$ cat config.mk
export PLATFORM = sky130hd
export DESIGN_NAME = escaped_list_tokenizer_with_comments
export DESIGN_NICKNAME = d
export VERILOG_FILES = /design/src/rtl/elt_pkg.sv /design/src/rtl/elt_front.sv /design/src/rtl/elt_queue.sv /design/src/rtl/elt_back.sv /design/src/rtl/escaped_list_tokenizer_with_comments.sv
export SDC_FILE = /design/constraint.sdc
export NUM_CORES = 1
export LEC_CHECK = 0
export BUFFER_PORTS_ARGS = -buffer_cell sky130_fd_sc_hd__buf_4
export CAP_MARGIN = 20
export CORE_UTILIZATION = 34
export DETAILED_ROUTE_END_ITERATION = 6
export PLACE_DENSITY = 0.49
export RECOVER_POWER = 25
export SYNTH_ARGS = -nofsm -noshare
export SYNTH_HDL_FRONTEND = slang
export SYNTH_SLANG_ARGS = --single-unit
$ cat constraint.sdc
create_clock -name aclk -period 2.3 [get_ports aclk]
set_input_delay 0.46 -clock aclk [delete_from_list [all_inputs] [get_ports aclk]]
set_output_delay 0.46 -clock aclk [all_outputs]
set_load 0.01 [all_outputs]
$ cat src/rtl/elt_pkg.sv
// Shared types, register indexes and character constants of the escaped-list tokenizer.
package elt_pkg;

    // Configuration register indexes.
    localparam logic [2:0] CFG_ESCAPE_CHAR    = 3'd0;
    localparam logic [2:0] CFG_SEPARATOR_CHAR = 3'd1;
    localparam logic [2:0] CFG_QUOTE_CHAR     = 3'd2;
    localparam logic [2:0] CFG_COMMENT_START  = 3'd3;
    localparam logic [2:0] CFG_COMMENT_END    = 3'd4;

    localparam int CFG_ADDR_W = 3;
    localparam int CFG_DATA_W = 9;

    // Reset values of the registers.
    localparam logic [8:0] RST_ESCAPE_CHAR    = 9'd92;
    localparam logic [8:0] RST_SEPARATOR_CHAR = 9'd44;
    localparam logic [8:0] RST_QUOTE_CHAR     = 9'd34;
    localparam logic [7:0] RST_COMMENT_START  = 8'd35;
    localparam logic [7:0] RST_COMMENT_END    = 8'd10;

    // The letter that turns an escape into a newline, and the newline itself.
    localparam logic [7:0] CHAR_N       = 8'h6e;
    localparam logic [7:0] CHAR_NEWLINE = 8'h0a;

    // Depth of the queue between the classifier and the tokenizer core.
    localparam int QUEUE_DEPTH = 2;

    typedef enum logic [1:0] {
        ERR_NONE        = 2'd0,
        ERR_BAD_ESCAPE  = 2'd1,
        ERR_END_ESCAPE  = 2'd2
    } elt_err_t;

    // One classified input word: the byte plus its matches against the registers.
    typedef struct packed {
        logic       is_end;
        logic       is_cmt_end;
        logic       is_n;
        logic       is_esc;
        logic       is_sep;
        logic       is_qchar;
        logic       is_cmt_start;
        logic [7:0] ch;
    } elt_class_t;

    // Tokenizer state carried from word to word.
    typedef struct packed {
        logic in_quote;
        logic in_comment;
        logic escape_pending;
        logic token_open;
        logic failed;
    } elt_state_t;

    // One result word.
    typedef struct packed {
        logic       char_valid;
        logic [7:0] out_char;
        logic       token_end;
        elt_err_t   error_code;
    } elt_result_t;

endpackage

$ cat src/rtl/elt_front.sv
// Front end: configuration registers, input acceptance and character classification.
module elt_front (
    input  logic                          aclk,
    input  logic                          aresetn,
    input  logic                          s_tvalid,
    output logic                          s_tready,
    input  logic [7:0]                    s_tdata,
    input  logic                          s_tuser,
    input  logic                          cfg_valid,
    output logic                          cfg_ready,
    input  logic [elt_pkg::CFG_ADDR_W-1:0] cfg_addr,
    input  logic [elt_pkg::CFG_DATA_W-1:0] cfg_data,
    output logic                          q_push,
    input  logic                          q_ready,
    output elt_pkg::elt_class_t           q_data
);

    logic [8:0] escape_reg;
    logic [8:0] separator_reg;
    logic [8:0] quote_reg;
    logic [7:0] cmt_start_reg;
    logic [7:0] cmt_end_reg;

    logic                stage_valid_reg;
    logic                stage_valid_next;
    elt_pkg::elt_class_t stage_reg;
    elt_pkg::elt_class_t stage_next;
    logic                accept;
    logic [8:0]          ch9;

    assign cfg_ready = 1'b1;

    always_ff @(posedge aclk) begin
        if (!aresetn) begin
            escape_reg    <= elt_pkg::RST_ESCAPE_CHAR;
            separator_reg <= elt_pkg::RST_SEPARATOR_CHAR;
            quote_reg     <= elt_pkg::RST_QUOTE_CHAR;
            cmt_start_reg <= elt_pkg::RST_COMMENT_START;
            cmt_end_reg   <= elt_pkg::RST_COMMENT_END;
        end else if (cfg_valid) begin
            case (cfg_addr)
                elt_pkg::CFG_ESCAPE_CHAR:    escape_reg    <= cfg_data;
                elt_pkg::CFG_SEPARATOR_CHAR: separator_reg <= cfg_data;
                elt_pkg::CFG_QUOTE_CHAR:     quote_reg     <= cfg_data;
                elt_pkg::CFG_COMMENT_START:  cmt_start_reg <= cfg_data[7:0];
                elt_pkg::CFG_COMMENT_END:    cmt_end_reg   <= cfg_data[7:0];
                default: ;
            endcase
        end
    end

    // The stage can take a word when it is empty or its word moves on this cycle.
    assign s_tready = !stage_valid_reg || q_ready;
    assign accept   = s_tvalid && s_tready;
    assign q_push   = stage_valid_reg && q_ready;
    assign q_data   = stage_reg;
    assign ch9      = {1'b0, s_tdata};

    always_comb begin
        stage_next              = stage_reg;
        stage_next.is_end       = s_tuser;
        stage_next.ch           = s_tdata;
        stage_next.is_cmt_end   = (s_tdata == cmt_end_reg);
        stage_next.is_n         = (s_tdata == elt_pkg::CHAR_N);
        stage_next.is_esc       = (ch9 == escape_reg);
        stage_next.is_sep       = (ch9 == separator_reg);
        stage_next.is_qchar     = (ch9 == quote_reg);
        stage_next.is_cmt_start = (s_tdata == cmt_start_reg);
        if (accept) begin
            stage_valid_next = 1'b1;
        end else if (q_push) begin
            stage_valid_next = 1'b0;
        end else begin
            stage_valid_next = stage_valid_reg;
        end
    end

    always_ff @(posedge aclk) begin
        if (!aresetn) begin
            stage_valid_reg <= 1'b0;
        end else begin
            stage_valid_reg <= stage_valid_next;
        end
    end

    always_ff @(posedge aclk) begin
        if (accept) begin
            stage_reg <= stage_next;
        end
    end

endmodule

$ cat src/rtl/elt_queue.sv
// Short queue of classified words between the front end and the tokenizer core.
module elt_queue #(
    parameter int Depth = elt_pkg::QUEUE_DEPTH
) (
    input  logic                aclk,
    input  logic                aresetn,
    input  logic                push,
    output logic                in_ready,
    input  elt_pkg::elt_class_t in_data,
    output logic                out_valid,
    input  logic                pop,
    output elt_pkg::elt_class_t out_data
);

    localparam int PtrW = (Depth > 1) ? $clog2(Depth) : 1;
    localparam int CntW = $clog2(Depth + 1);

    elt_pkg::elt_class_t  mem_reg [Depth];
    logic [PtrW-1:0]      wr_ptr_reg;
    logic [PtrW-1:0]      wr_ptr_next;
    logic [PtrW-1:0]      rd_ptr_reg;
    logic [PtrW-1:0]      rd_ptr_next;
    logic [CntW-1:0]      count_reg;
    logic [CntW-1:0]      count_next;
    logic                 do_push;
    logic                 do_pop;

    assign in_ready  = (count_reg != CntW'(Depth));
    assign out_valid = (count_reg != '0);
    assign out_data  = mem_reg[rd_ptr_reg];
    assign do_push   = push && in_ready;
    assign do_pop    = pop && out_valid;

    always_comb begin
        wr_ptr_next = wr_ptr_reg;
        rd_ptr_next = rd_ptr_reg;
        count_next  = count_reg;
        if (do_push) begin
            wr_ptr_next = (wr_ptr_reg == PtrW'(Depth - 1)) ? '0 : wr_ptr_reg + 1'b1;
        end
        if (do_pop) begin
            rd_ptr_next = (rd_ptr_reg == PtrW'(Depth - 1)) ? '0 : rd_ptr_reg + 1'b1;
        end
        if (do_push && !do_pop) begin
            count_next = count_reg + 1'b1;
        end else if (do_pop && !do_push) begin
            count_next = count_reg - 1'b1;
        end
    end

    always_ff @(posedge aclk) begin
        if (!aresetn) begin
            wr_ptr_reg <= '0;
            rd_ptr_reg <= '0;
            count_reg  <= '0;
        end else begin
            wr_ptr_reg <= wr_ptr_next;
            rd_ptr_reg <= rd_ptr_next;
            count_reg  <= count_next;
        end
    end

    always_ff @(posedge aclk) begin
        if (do_push) begin
            mem_reg[wr_ptr_reg] <= in_data;
        end
    end

endmodule

$ cat src/rtl/elt_back.sv
// Tokenizer core: applies the quote, escape and comment rules and holds the result register.
module elt_back (
    input  logic                aclk,
    input  logic                aresetn,
    input  logic                q_valid,
    output logic                q_pop,
    input  elt_pkg::elt_class_t q_data,
    output logic                m_tvalid,
    input  logic                m_tready,
    output elt_pkg::elt_result_t m_result
);

    elt_pkg::elt_state_t  st_reg;
    elt_pkg::elt_state_t  st_next;
    elt_pkg::elt_state_t  st_work;
    elt_pkg::elt_result_t res_reg;
    elt_pkg::elt_result_t res_work;
    logic                 valid_reg;
    logic                 valid_next;

    // A new word is taken whenever the result register is empty or being drained.
    assign q_pop    = q_valid && (!valid_reg || m_tready);
    assign m_tvalid = valid_reg;
    assign m_result = res_reg;

    always_comb begin
        st_work             = st_reg;
        res_work.char_valid = 1'b0;
        res_work.out_char   = '0;
        res_work.token_end  = 1'b0;
        res_work.error_code = elt_pkg::ERR_NONE;

        if (q_data.is_end) begin
            if (!st_reg.failed) begin
                if (st_reg.escape_pending) begin
                    res_work.error_code = elt_pkg::ERR_END_ESCAPE;
                end else if (!st_reg.in_comment && st_reg.token_open) begin
                    res_work.token_end = 1'b1;
                end
            end
            st_work = '0;
        end else if (st_reg.failed) begin
            // Silent until the end word.
        end else if (st_reg.in_comment) begin
            if (q_data.is_cmt_end) begin
                st_work.in_comment = 1'b0;
            end
        end else if (st_reg.escape_pending) begin
            st_work.escape_pending = 1'b0;
            if (q_data.is_n) begin
                res_work.char_valid = 1'b1;
                res_work.out_char   = elt_pkg::CHAR_NEWLINE;
            end else if (q_data.is_qchar || q_data.is_sep || q_data.is_esc) begin
                res_work.char_valid = 1'b1;
                res_work.out_char   = q_data.ch;
            end else begin
                res_work.error_code = elt_pkg::ERR_BAD_ESCAPE;
                st_work.failed      = 1'b1;
            end
        end else if (!st_reg.in_quote && q_data.is_cmt_start) begin
            res_work.token_end = 1'b1;
            st_work.in_comment = 1'b1;
            st_work.token_open = 1'b0;
        end else if (q_data.is_esc) begin
            st_work.escape_pending = 1'b1;
            st_work.token_open     = 1'b1;
        end else if (q_data.is_sep) begin
            st_work.token_open = 1'b1;
            if (!st_reg.in_quote) begin
                res_work.token_end = 1'b1;
            end else begin
                res_work.char_valid = 1'b1;
                res_work.out_char   = q_data.ch;
            end
        end else if (q_data.is_qchar) begin
            st_work.in_quote   = !st_reg.in_quote;
            st_work.token_open = 1'b1;
        end else begin
            res_work.char_valid = 1'b1;
            res_work.out_char   = q_data.ch;
            st_work.token_open  = 1'b1;
        end

        st_next = q_pop ? st_work : st_reg;
        if (q_pop) begin
            valid_next = 1'b1;
        end else if (m_tready) begin
            valid_next = 1'b0;
        end else begin
            valid_next = valid_reg;
        end
    end

    always_ff @(posedge aclk) begin
        if (!aresetn) begin
            st_reg    <= '0;
            valid_reg <= 1'b0;
        end else begin
            st_reg    <= st_next;
            valid_reg <= valid_next;
        end
    end

    always_ff @(posedge aclk) begin
        if (q_pop) begin
            res_reg <= res_work;
        end
    end

endmodule

$ cat src/rtl/escaped_list_tokenizer_with_comments.sv
// Top level of the streaming escaped-list tokenizer with comment skipping.
//
// This block splits a byte stream into CSV-style tokens. Each input word is either one
// character (s_tuser low) or the end-of-input mark (s_tuser high), and each input word
// gives exactly one output word: a token character (m_tuser bit 0 set, byte on m_tdata),
// a token end (m_tlast), an error code (m_tuser bits 2:1), or an all-zero word when there
// is nothing to report. Outside quotes the comment-start byte ends the current token and
// everything up to and including the comment-end byte is dropped. An escape byte takes the
// next byte: 'n' becomes a newline, and the quote, separator or escape byte passes through
// as a plain character; anything else reports an unknown escape, after which the block
// returns empty words until the end mark. The end mark closes a pending token (so a
// trailing separator gives one empty token), reports an error when it follows an escape,
// and returns all tokenizer state to its reset value. The block takes one word per clock
// cycle sustained while the output is not stalled; a word's result passes through the
// classifier register, the queue and the result register on its way to the output. The
// queue between the classifier and the tokenizer core lets the input keep flowing while
// the output stalls briefly. Configuration registers (escape, separator and quote codes,
// where 256 means unused, and the comment start and end bytes) may be written only while
// the block holds no words in flight.
module escaped_list_tokenizer_with_comments #(
    parameter int QueueDepth = elt_pkg::QUEUE_DEPTH
) (
    input  logic                           aclk,
    input  logic                           aresetn,
    // Input stream.
    input  logic                           s_tvalid,
    output logic                           s_tready,
    input  logic [7:0]                     s_tdata,   // [7:0] in_char
    input  logic                           s_tuser,   // [0] func: 1 marks end of input
    // Result stream.
    output logic                           m_tvalid,
    input  logic                           m_tready,
    output logic [7:0]                     m_tdata,   // [7:0] out_char
    output logic                           m_tlast,   // token_end
    output logic [2:0]                     m_tuser,   // [0] char_valid, [2:1] error_code
    // Configuration writes.
    input  logic                           cfg_valid,
    output logic                           cfg_ready,
    input  logic [elt_pkg::CFG_ADDR_W-1:0] cfg_addr,
    input  logic [elt_pkg::CFG_DATA_W-1:0] cfg_data
);

    logic                 q_push;
    logic                 q_in_ready;
    elt_pkg::elt_class_t  q_in_data;
    logic                 q_out_valid;
    logic                 q_pop;
    elt_pkg::elt_class_t  q_out_data;
    elt_pkg::elt_result_t result;

    // Classifier: compares each byte against the registers once, so the core sees match
    // flags alongside the byte itself.
    elt_front u_front (
        .aclk      (aclk),
        .aresetn   (aresetn),
        .s_tvalid  (s_tvalid),
        .s_tready  (s_tready),
        .s_tdata   (s_tdata),
        .s_tuser   (s_tuser),
        .cfg_valid (cfg_valid),
        .cfg_ready (cfg_ready),
        .cfg_addr  (cfg_addr),
        .cfg_data  (cfg_data),
        .q_push    (q_push),
        .q_ready   (q_in_ready),
        .q_data    (q_in_data)
    );

    elt_queue #(
        .Depth (QueueDepth)
    ) u_queue (
        .aclk      (aclk),
        .aresetn   (aresetn),
        .push      (q_push),
        .in_ready  (q_in_ready),
        .in_data   (q_in_data),
        .out_valid (q_out_valid),
        .pop       (q_pop),
        .out_data  (q_out_data)
    );

    // Core: quote, escape and comment state, plus the output register.
    elt_back u_back (
        .aclk     (aclk),
        .aresetn  (aresetn),
        .q_valid  (q_out_valid),
        .q_pop    (q_pop),
        .q_data   (q_out_data),
        .m_tvalid (m_tvalid),
        .m_tready (m_tready),
        .m_result (result)
    );

    assign m_tdata = result.out_char;
    assign m_tlast = result.token_end;
    assign m_tuser = {result.error_code, result.char_valid};

endmodule

==> results of run 1 <==
-- layout by cell type, fill, tap and decap left out, drive strengths merged, types with 3 or more instances in the layout --
cell type and instances:
edfxtp 57, nand3b 7, nand4 9, nor3 5, or3 3, dfxtp 55, mux2i 9, a21oi 43
nand2b 3, clkbuf 20, mux2 5, nor4 4, inv 7, nor2 18, clkinvlp 3, nor2b 3
nand3 21, o21ai 5, buf 36, nand2 89, clkinv 3, and3 4, xor2 6, xnor2 38
-- worst max-delay path: cells and delay by family --
kind                   cells  cell delay (ns)
AO/OA/AOI/OAI              1             0.17
buffers and inverters      3             1.56
-- metrics by stage --
| stage | total power, mW | setup WS, ns | hold slack, ns |
|---|---|---|---|
| 2_1_floorplan | 3.20 | 0.575 | 0.421 |
| 3_3_place_gp | 3.54 | 0.451 | 0.422 |
| 3_5_place_dp | 3.55 | 0.414 | 0.432 |
| 4_1_cts | 4.98 | 0.389 | 0.279 |
| 5_1_grt | 5.15 | 0.203 | 0.300 |
| 6_report | 4.90 | 0.380 | 0.316 |
-- per-layer routing --
layer / part of all wire / vias up / track usage
li1: - / 1590 / -
met1: 0.45 / 1519 / 0.187
met2: 0.48 / 84 / 0.259
met3: 0.063 / 11 / 0.0484
met4: 0.011 / 0 / 0.0422
met5: 0 / - / 0
-- cells by family after synthesis --
kind of cell / synth area share
AO/OA/AOI/OAI: 0.0753
XOR/XNOR: 0.0823
adder cells (fa/ha/maj): 0.00267
buffers and inverters: 0.0278
flip-flops: 0.601
multiplexers: 0.0313
other: 0.000801
AND/OR/NAND/NOR: 0.179
-- path summary, 6_finish.rpt --
check                           cells past startpoint                               endpoint  slack (ns)                         from
worst max-delay path                                4  u_front.separator_reg[1]$_SDFFE_PN0P_        0.38                      aresetn
worst min-delay path                                1           u_front.q_data[14]$_DFFE_PP_        0.32                      s_tuser
worst max register to register                      5       u_back.m_result[9]$_SDFFCE_PP0P_        0.39                    flip-flop
worst min register to register                      0        u_queue.mem_reg[0][6]$_DFFE_PP_        0.45  u_front.q_data[6]$_DFFE_PP_
-- power groups by stage --
stage | sequential [mW] | combinational, mW | clock [mW]
4_1_cts | 2.49 | 1.02 | 1.46
3_3_place_gp | 2.53 | 1.01 | 0
3_5_place_dp | 2.54 | 1.02 | 0
5_1_grt | 2.51 | 1.11 | 1.52
6_report | 2.49 | 1.01 | 1.41
2_1_floorplan | 2.54 | 0.663 | 0
-- final cells by class --
type	instances	area [um^2]
clock buffer	10	229
timing repair buffer	46	312
sequential	112	2810
tap	176	220
multi-input combinational	297	1740
fill	1340	7970
inverter	7	26.3
clock inverter	6	36.3
==> impl_metrics.yaml, run 1 <==
status:
  status: "completed"
logic_synthesis:
  netlist_top_cells_count: "89 x nand2_1, 57 x edfxtp_1, 55 x dfxtp_1"
  yosysWarningCount: 0
  synth.avg_cell_area_um2: 10.6
  synth.area.top_cells: "edfxtp_1 37%, dfxtp_1 24%, nand2_1 7.1%"
  yosysMostFrequentCell: "nand2_1"
  seq_area_frac_synth: 0.601
  ys_types: 47
  synth_cells: 440
  synth_ff_type: "edfxtp_1"
  synth.ff_latch_count: 112
  syn_area_mm2: 0.00468
  synth_top_area_share: 0.365
  async_flop_share: 0
  synth_edf_count: 57
  synth_nets: 467
  yosysTopAreaCell: "edfxtp_1"
floorplan:
  die_h_um: 119
  coreArea_mm2: 0.0133
  start_util: 0.351
  rows: 42
  ios: 41
  die-area_mm2: 0.0142
  die_w_um: 119
setup_path:
  cp.required_ns: 2.58
  cp-end-kind: "flip-flop"
  cp_max_fo: 29
  worstSetupPathType: "in2reg"
  critPathArrivalTime_ns: 2.20
  startpoint_type: "input pin"
  slowest_delay_ns: 0.70
  crit_chain: "clkbuf_1 -> inv_1 -> buf_4 -> a21oi_1"
  cp_slowest_cell: "clkbuf_1"
finish:
  drive_gt1_frac: 0.123
  area_growth_pct: 14.8
  final_cells: 654
  final_nets: 500
  design_area_mm2: 0.00538
  antennaDiodeCount: 0
  fin_util: 0.403
  largest_reg_flops: 30
route:
  routedWlPerCell_um: 15.5
  final_antenna_net_count: 0
  drt_wl_total_um: 10200
  num_vias: 3204
  viasPerCell: 4.90
  drt-pass1-iter-count: 5
  drtIter0Drc: 196
  route.detailed.drc: 0
sta:
  finalSetupViolCount: 0
  rsz0062_at_grt: "no"
  maxSlewHeadroom: 0.356
  tightest_slew_ns: 0.966
  slew_violations: 0
  timing.final.crit_share: 0.835
  period_minus_slack_ns: 1.92
  timing.setup.tns_ns: 0
  finalHoldViolations: 0
  fmax_mhz: 521
  fin_skew_ns: 0.00674
clocking:
  cts_buffer_depth: 2
  numClockSinks: 112
  path_clk_slew_ns: 0.07
  cts_buffers: 9
  root_buffer: "clkbuf_16"
  cts_setup_buffers: 0
  cts_tree: "yes"
  cts_hold_buf: 0
  htree_levels: 3
  cts.repair.resized: 0
  clock_latency_ns: 0.35
pwr:
  p_switching_mw: 1.38
  p_int_mw: 3.53
  max-vdd-ir-drop_mv: 0.433
  p_leak_nw: 1.88
  seqPwrFrac: 0.507
  powerDensity_mw_per_mm2: 912
  p_comb_frac: 0.205
  p_clk_frac: 0.288
  sw_frac_of_total: 0.281
global_routing:
  grt_pass1_wl_um: 16400
  grt_start_max_net_pins: 30
  grt_antenna_before_repair: 0
  grt_pass1_vias: 3111
  gr-total-overflow: 0
  track_usage: 0.153
job:
  drv_cap: 0
hold_path:
  hold_path.class: "in2reg"
placement:
  numPlacedInstances: 638
  port_buffers: 39
  place.gp.congestion: 0.785
  hpwl_um: 6970
  dpl_cell_area_mm2: 0.00514
Note: power is estimated with default switching activity, not from simulation.
==> inputs of run 2 (changes only) <==
ABC_AREA = 1   (was default)
PLACE_DENSITY = 0.51   (was 0.49)
clock period = 1.61 ns   (was 2.3 ns; I/O delays follow)
==> run 2 against run 1 <==
  * Worst hold slack got worse by 0.14 ns
  * Combinational power rose by 87%
  * Critical path type is now reg2reg
  * Clock-buffer cell count unchanged
  * Largest cell class unchanged
  * Sequential share of layout area down 1.1 points
==> impl_metrics.yaml, run 2 <==
logic_synthesis:
  synth.ff_latch_count: 112
  synth_ff_type: "edfxtp_1"
  yosysWarningCount: 0
  syn_area_mm2: 0.00469
  synth.area.top_cells: "edfxtp_1 37%, dfxtp_1 23%, nor2_1 6.2%"
  yosysTopAreaCell: "edfxtp_1"
  yosysMostFrequentCell: "nor2_1"
  synth_edf_count: 57
  netlist_top_cells_count: "78 x nor2_1, 76 x nand2_1, 57 x edfxtp_1"
  synth_nets: 515
  seq_area_frac_synth: 0.600
  ys_types: 41
  synth.avg_cell_area_um2: 9.60
  async_flop_share: 0
  synth_top_area_share: 0.365
  synth_cells: 488
finish:
  final_nets: 559
  nFillCells: 1368
  antennaDiodeCount: 0
  final_cells: 713
  design_area_mm2: 0.00550
  area_growth_pct: 17.4
  layout_commonest_cell: "nor2_1"
  largest_reg_flops: 30
  mostFrequentLayoutCells: "79 x nor2_1, 75 x nand2_1, 57 x edfxtp_1, 53 x dfxtp_1"
  drive_gt1_frac: 0.145
clocking:
  clock_latency_ns: 0.35
  numClockSinks: 112
  cts_buffer_depth: 2
  htree_levels: 3
  cts_buffers: 9
  cts_setup_buffers: 0
  cts_tree: "yes"
  root_buffer: "clkbuf_16"
  path_clk_slew_ns: 0.08
setup_path:
  slowest_delay_ns: 0.36
  critPathArrivalTime_ns: 1.55
  reg2reg_depth: 9
  crit_chain: "buf_12 -> inv_4 -> nand2_1 -> nand2_2 -> nor2_2 -> nand3b_1 -> nand2_1 -> nand2_2 -> nor2_1"
  worstSetupPathType: "reg2reg"
  cp_slowest_cell: "dfxtp_1"
  cp.required_ns: 1.71
  startpoint_type: "flip-flop"
  rrSetupSlack_ns: 0.16
  path_buf_inv: 2
  cp-end-kind: "flip-flop"
  cp_top_family: "simple AND/OR/NAND/NOR gates"
  cp_max_fo: 19
  reg2reg_to: "u_back.m_result[10]$_SDFFCE_PP0P_"
placement:
  place.gp.congestion: 0.850
  hpwl_um: 7220
  numPlacedInstances: 697
  port_buffers: 39
  dpl_cell_area_mm2: 0.00525
  pre_cts_ws_ns: 0.0266
sta:
  slew_violations: 0
  worst_slack_ns: 0.156
  tightest_slew_ns: 0.621
  maxSlewHeadroom: 0.586
  fin_skew_ns: 0.0107
  period_minus_slack_ns: 1.45
  rsz0062_at_grt: "no"
  timing.setup.tns_ns: 0
  timing.final.crit_share: 0.903
  finalSetupViolCount: 0
  finalHoldViolations: 0
  fmax_mhz: 688
global_routing:
  track_usage: 0.151
  use_met1: 0.178
  gr-total-overflow: 0
  busiest_layer: "met2"
  grt_use_met2: 0.270
  grt_antenna_before_repair: 0
  grt_start_max_net_pins: 44
  met3_usage: 0.0330
  grt_pass1_vias: 3270
  grt_pass1_wl_um: 16400
floorplan:
  die_h_um: 119
  ios: 41
  start_util: 0.351
  coreArea_mm2: 0.0133
  die-area_mm2: 0.0143
  die_w_um: 119
  rows: 42
pwr:
  max-vdd-ir-drop_mv: 0.551
  p_leak_nw: 2.14
  powerDensity_mw_per_mm2: 1390
status:
  status: "completed"
hold_path:
  hp-start: "s_tuser"
  hold_depth: 1
  hold_path.class: "in2reg"
  hold_path_end: "u_front.q_data[14]$_DFFE_PP_"
job:
  drv_cap: 0
route:
  viasPerCell: 4.69
  drt_wl_total_um: 10000
  routedWlPerCell_um: 14.1
  route.detailed.drc: 0
  final_antenna_net_count: 0
  drtIter0Drc: 146
  num_vias: 3347
  drt-pass1-iter-count: 4
-- run 2: cell count changes after synthesis, sizes merged, moves of 4 or more --
cell / delta
clkbuf: -10
xnor2: -18
nor2: +65
mux2: -5
inv: +31
o21ai: +29
and3: -4
nand3: +10
nand2: -9
a21oi: -17
-- run 2: layer usage --
metal / share of wire / up-vias
li1: - / 1717
met1: 0.45 / 1557
met2: 0.50 / 66
met3: 0.035 / 7
met4: 0.010 / 0
met5: 0 / -
-- run 2: worst register-to-register path, cell delays in order (launching register included) --
cell	delay [ns]
dfxtp_1	0.36
buf_12	0.18
inv_4	0.07
nand2_1	0.07
nand2_2	0.07
nor2_2	0.11
nand3b_1	0.13
nand2_1	0.07
nand2_2	0.11
nor2_1	0.05
-- run 2: through the flow --
step | power [mW] | hold WS, ns | utilization
2_1_floorplan | 4.94 | 0.421 | -
3_3_place_gp | 5.57 | 0.426 | 0.394
3_5_place_dp | 5.60 | 0.434 | 0.394
4_1_cts | 7.75 | 0.144 | 0.415
5_1_grt | 8.09 | 0.163 | 0.412
6_report | 7.64 | 0.178 | 0.412
-- run 2: worst max-delay path by stage --
stage / startpoint / end / slack, ns / depth (start not counted)
3_5_place_dp: s_tdata[1] / u_front.q_data[13]$_DFFE_PP_ / 0.03 / 5
5_1_grt: u_queue.count_reg[1]$_SDFFE_PN0P_ / u_queue.count_reg[1]$_SDFFE_PN0P_ / 0.03 / 8
6_report: flip-flop / u_back.m_result[10]$_SDFFCE_PP0P_ / 0.16 / 9
3_3_place_gp: s_tdata[1] / u_front.q_data[13]$_DFFE_PP_ / 0.14 / 5
4_1_cts: u_queue.count_reg[1]$_SDFFE_PN0P_ / u_queue.count_reg[1]$_SDFFE_PN0P_ / 0.08 / 8
2_1_floorplan: u_queue.count_reg[1]$_SDFFE_PN0P_ / u_queue.count_reg[1]$_SDFFE_PN0P_ / 0.01 / 8
-- run 2: layout make-up --
class / count / area (um^2) / share of cell area
Tap cell: 176 / 220 / 0.0400
Inverter: 41 / 156 / 0.0284
Sequential cell: 112 / 2820 / 0.512
Multi-Input combinational cell: 320 / 1650 / 0.300
Clock inverter: 6 / 52.6 / 0.00955
Timing Repair Buffer: 48 / 377 / 0.0685
Clock buffer: 10 / 229 / 0.0416
-- run 2: kinds of logic (layout without fill, tap and decap cells) --
| kind of cell | count (synthesis) | after routing | synth area share |
|---|---|---|---|
| flip-flops | 112 | 112 | 0.600 |
| multiplexers | 6 | 6 | 0.0128 |
| buffers and inverters | 56 | 105 | 0.0505 |
| AND/OR/NAND/NOR | 216 | 216 | 0.202 |
| other | 1 | 1 | 0.000800 |
| XOR/XNOR | 25 | 25 | 0.0467 |
| adder cells (fa/ha/maj) | 1 | 1 | 0.00267 |
| AO/OA/AOI/OAI | 71 | 71 | 0.0849 |
-- run 2: what timing repair did --
| item | 4_1_cts | 5_1_grt |
|---|---|---|
| resized for setup | 0 | 3 |
| hold buffers | 0 | 0 |
| hold endpoints to repair | 0 | 0 |
| setup endpoints to repair | 0 | 7 |
-- run 2: where the power goes --
group | internal, mW | switching (mW) | total, mW
clock | 1.09 | 1.05 | 2.14
combinational | 0.752 | 1.14 | 1.89
sequential | 3.44 | 0.170 | 3.61
total | 5.28 | 2.36 | 7.64
==> inputs of run 3 (changes only) <==
REMOVE_ABC_BUFFERS = 1   (was default)
==> run 3 against run 2 <==
  * Die area unchanged
  * Power up 1.3%
  * Clock skew down 0.0033 ns
  * Utilization up 0.14 points
  * Critical path type unchanged
  * Largest cell class unchanged
  * Highest routed layer unchanged
==> impl_metrics.yaml, run 3 (synthesized netlist as in run 2, its figures left out) <==
status:
  status: "completed"
setup_path:
  cp_max_fo: 4
  critPathArrivalTime_ns: 1.73
  cp-startpoint: "u_queue.count_reg[0]$_SDFFE_PN0P_"
  slowest_delay_ns: 0.38
  cp_slowest_cell: "dfxtp_2"
  reg2reg_depth: 8
  rrSetupSlack_ns: 0.12
  worstSetupPathType: "reg2reg"
  cp-end-kind: "flip-flop"
  path_buf_inv: 1
  cp_top_family: "compound AO/OA/AOI/OAI gates"
  startpoint_type: "flip-flop"
  reg2reg_to: "u_queue.count_reg[1]$_SDFFE_PN0P_"
  cp.required_ns: 1.85
  crit_chain: "nor2_2 -> a21oi_4 -> inv_1 -> ha_1 -> a21oi_1 -> o21ai_1 -> o21ai_1 -> a21oi_1"
  r2r-start: "u_queue.count_reg[0]$_SDFFE_PN0P_"
global_routing:
  grt_antenna_before_repair: 0
  grt_pass1_wl_um: 16100
  grt_start_max_net_pins: 36
  track_usage: 0.149
  gr-total-overflow: 0
  grt_pass1_vias: 3174
clocking:
  cts_tree: "yes"
  root_buffer: "clkbuf_16"
  cts_buffer_depth: 2
  clock_latency_ns: 0.35
  cts_buffers: 9
  cts_hold_buf: 0
  htree_levels: 3
  numClockSinks: 112
  path_clk_slew_ns: 0.07
floorplan:
  die-area_mm2: 0.0143
  die_w_um: 119
  coreArea_mm2: 0.0133
  start_util: 0.351
  die_h_um: 119
  ios: 41
  rows: 42
finish:
  final_nets: 561
  largest_reg_flops: 30
  area_growth_pct: 17.8
  drive_gt1_frac: 0.148
  nFillCells: 1342
  mostFrequentLayoutCells: "77 x nor2_1, 76 x nand2_1, 57 x edfxtp_1, 53 x dfxtp_1, 36 x buf_4"
  layout_commonest_cell: "nor2_1"
  antennaDiodeCount: 0
route:
  drt_wl_total_um: 9820
  num_vias: 3292
  final_antenna_net_count: 0
  route.detailed.drc: 0
  routedWlPerCell_um: 13.7
  drt-pass1-iter-count: 5
  viasPerCell: 4.60
  drtIter0Drc: 195
hold_path:
  hp-start: "s_tuser"
  hold_path.class: "in2reg"
  hold_depth: 1
  hold_path_end: "u_front.q_data[14]$_DFFE_PP_"
placement:
  hpwl_um: 7000
  pre_cts_ws_ns: -0.0348
  port_buffers: 39
  place.gp.congestion: 0.817
pwr:
  p_leak_nw: 2.16
  powerDensity_mw_per_mm2: 1400
  max-vdd-ir-drop_mv: 0.535
sta:
  finalSetupViolCount: 0
  rsz0062_at_grt: "no"
  tightest_slew_ns: 0.673
  period_minus_slack_ns: 1.49
  timing.final.crit_share: 0.922
  fmax_mhz: 673
  finalHoldViolations: 0
  fin_skew_ns: 0.00738
  whs_ns: 0.170
  slew_violations: 0
  worst_slack_ns: 0.125
  maxSlewHeadroom: 0.551
job:
  drv_cap: 0
==> run 3: per-layer routing <==
layer	vias up	routed length (um)	GRT usage
met5	-	0	0
met4	0	171	0.0477
met3	12	496	0.0484
met2	74	4690	0.247
met1	1491	4460	0.184
li1	1715	-	-
==> run 3: final cells by class <==
cell class,count,area [um^2],share of cell area
Timing Repair Buffer,50,377,0.0682
Tap cell,176,220,0.0399
Sequential cell,112,2820,0.510
Clock buffer,11,264,0.0478
Multi-Input combinational cell,320,1650,0.299
Inverter,41,156,0.0283
Clock inverter,5,37.5,0.00680
==> run 3: how the worst max path moves through the flow <==
stage	to	slack [ns]	cells after the start
global route	u_queue.count_reg[1]$_SDFFE_PN0P_	0.008	8
CTS	u_queue.count_reg[1]$_SDFFE_PN0P_	0.02	8
finish	u_queue.count_reg[1]$_SDFFE_PN0P_	0.12	8
detailed placement	u_queue.count_reg[1]$_SDFFE_PN0P_	-0.03	8
floorplan	u_queue.count_reg[1]$_SDFFE_PN0P_	-0.13	8
global placement	u_queue.count_reg[1]$_SDFFE_PN0P_	0.09	9
==> run 3: what timing repair did <==
item / 4_1_cts / 5_1_grt
endpoints found under the hold margin: 0 / 0
gates resized for setup: 1 / 7
buffers inserted: 0 / 2
pin swaps: 0 / 0
setup endpoints to repair: 1 / 7
==> run 3: stage by stage <==
stage	cells	utilization	setup TNS [ns]	total power [mW]	instance area [um^2]
after floorplan	473	-	-0.766	4.82	4610
after global placement	697	0.391	0	5.52	5230
after detailed placement	697	0.391	-0.0348	5.55	5230
after CTS	713	0.414	0	7.76	5530
after global routing	715	0.413	0	8.18	5520
final	715	0.413	0	7.74	5520
==> run 3: power breakdown <==
group | switching (mW) | internal (mW) | leakage [nW]
combinational | 1.13 | 0.765 | 1.02
sequential | 0.178 | 3.44 | 0.994
clock | 1.03 | 1.19 | 0.145
total | 2.34 | 5.40 | 2.16
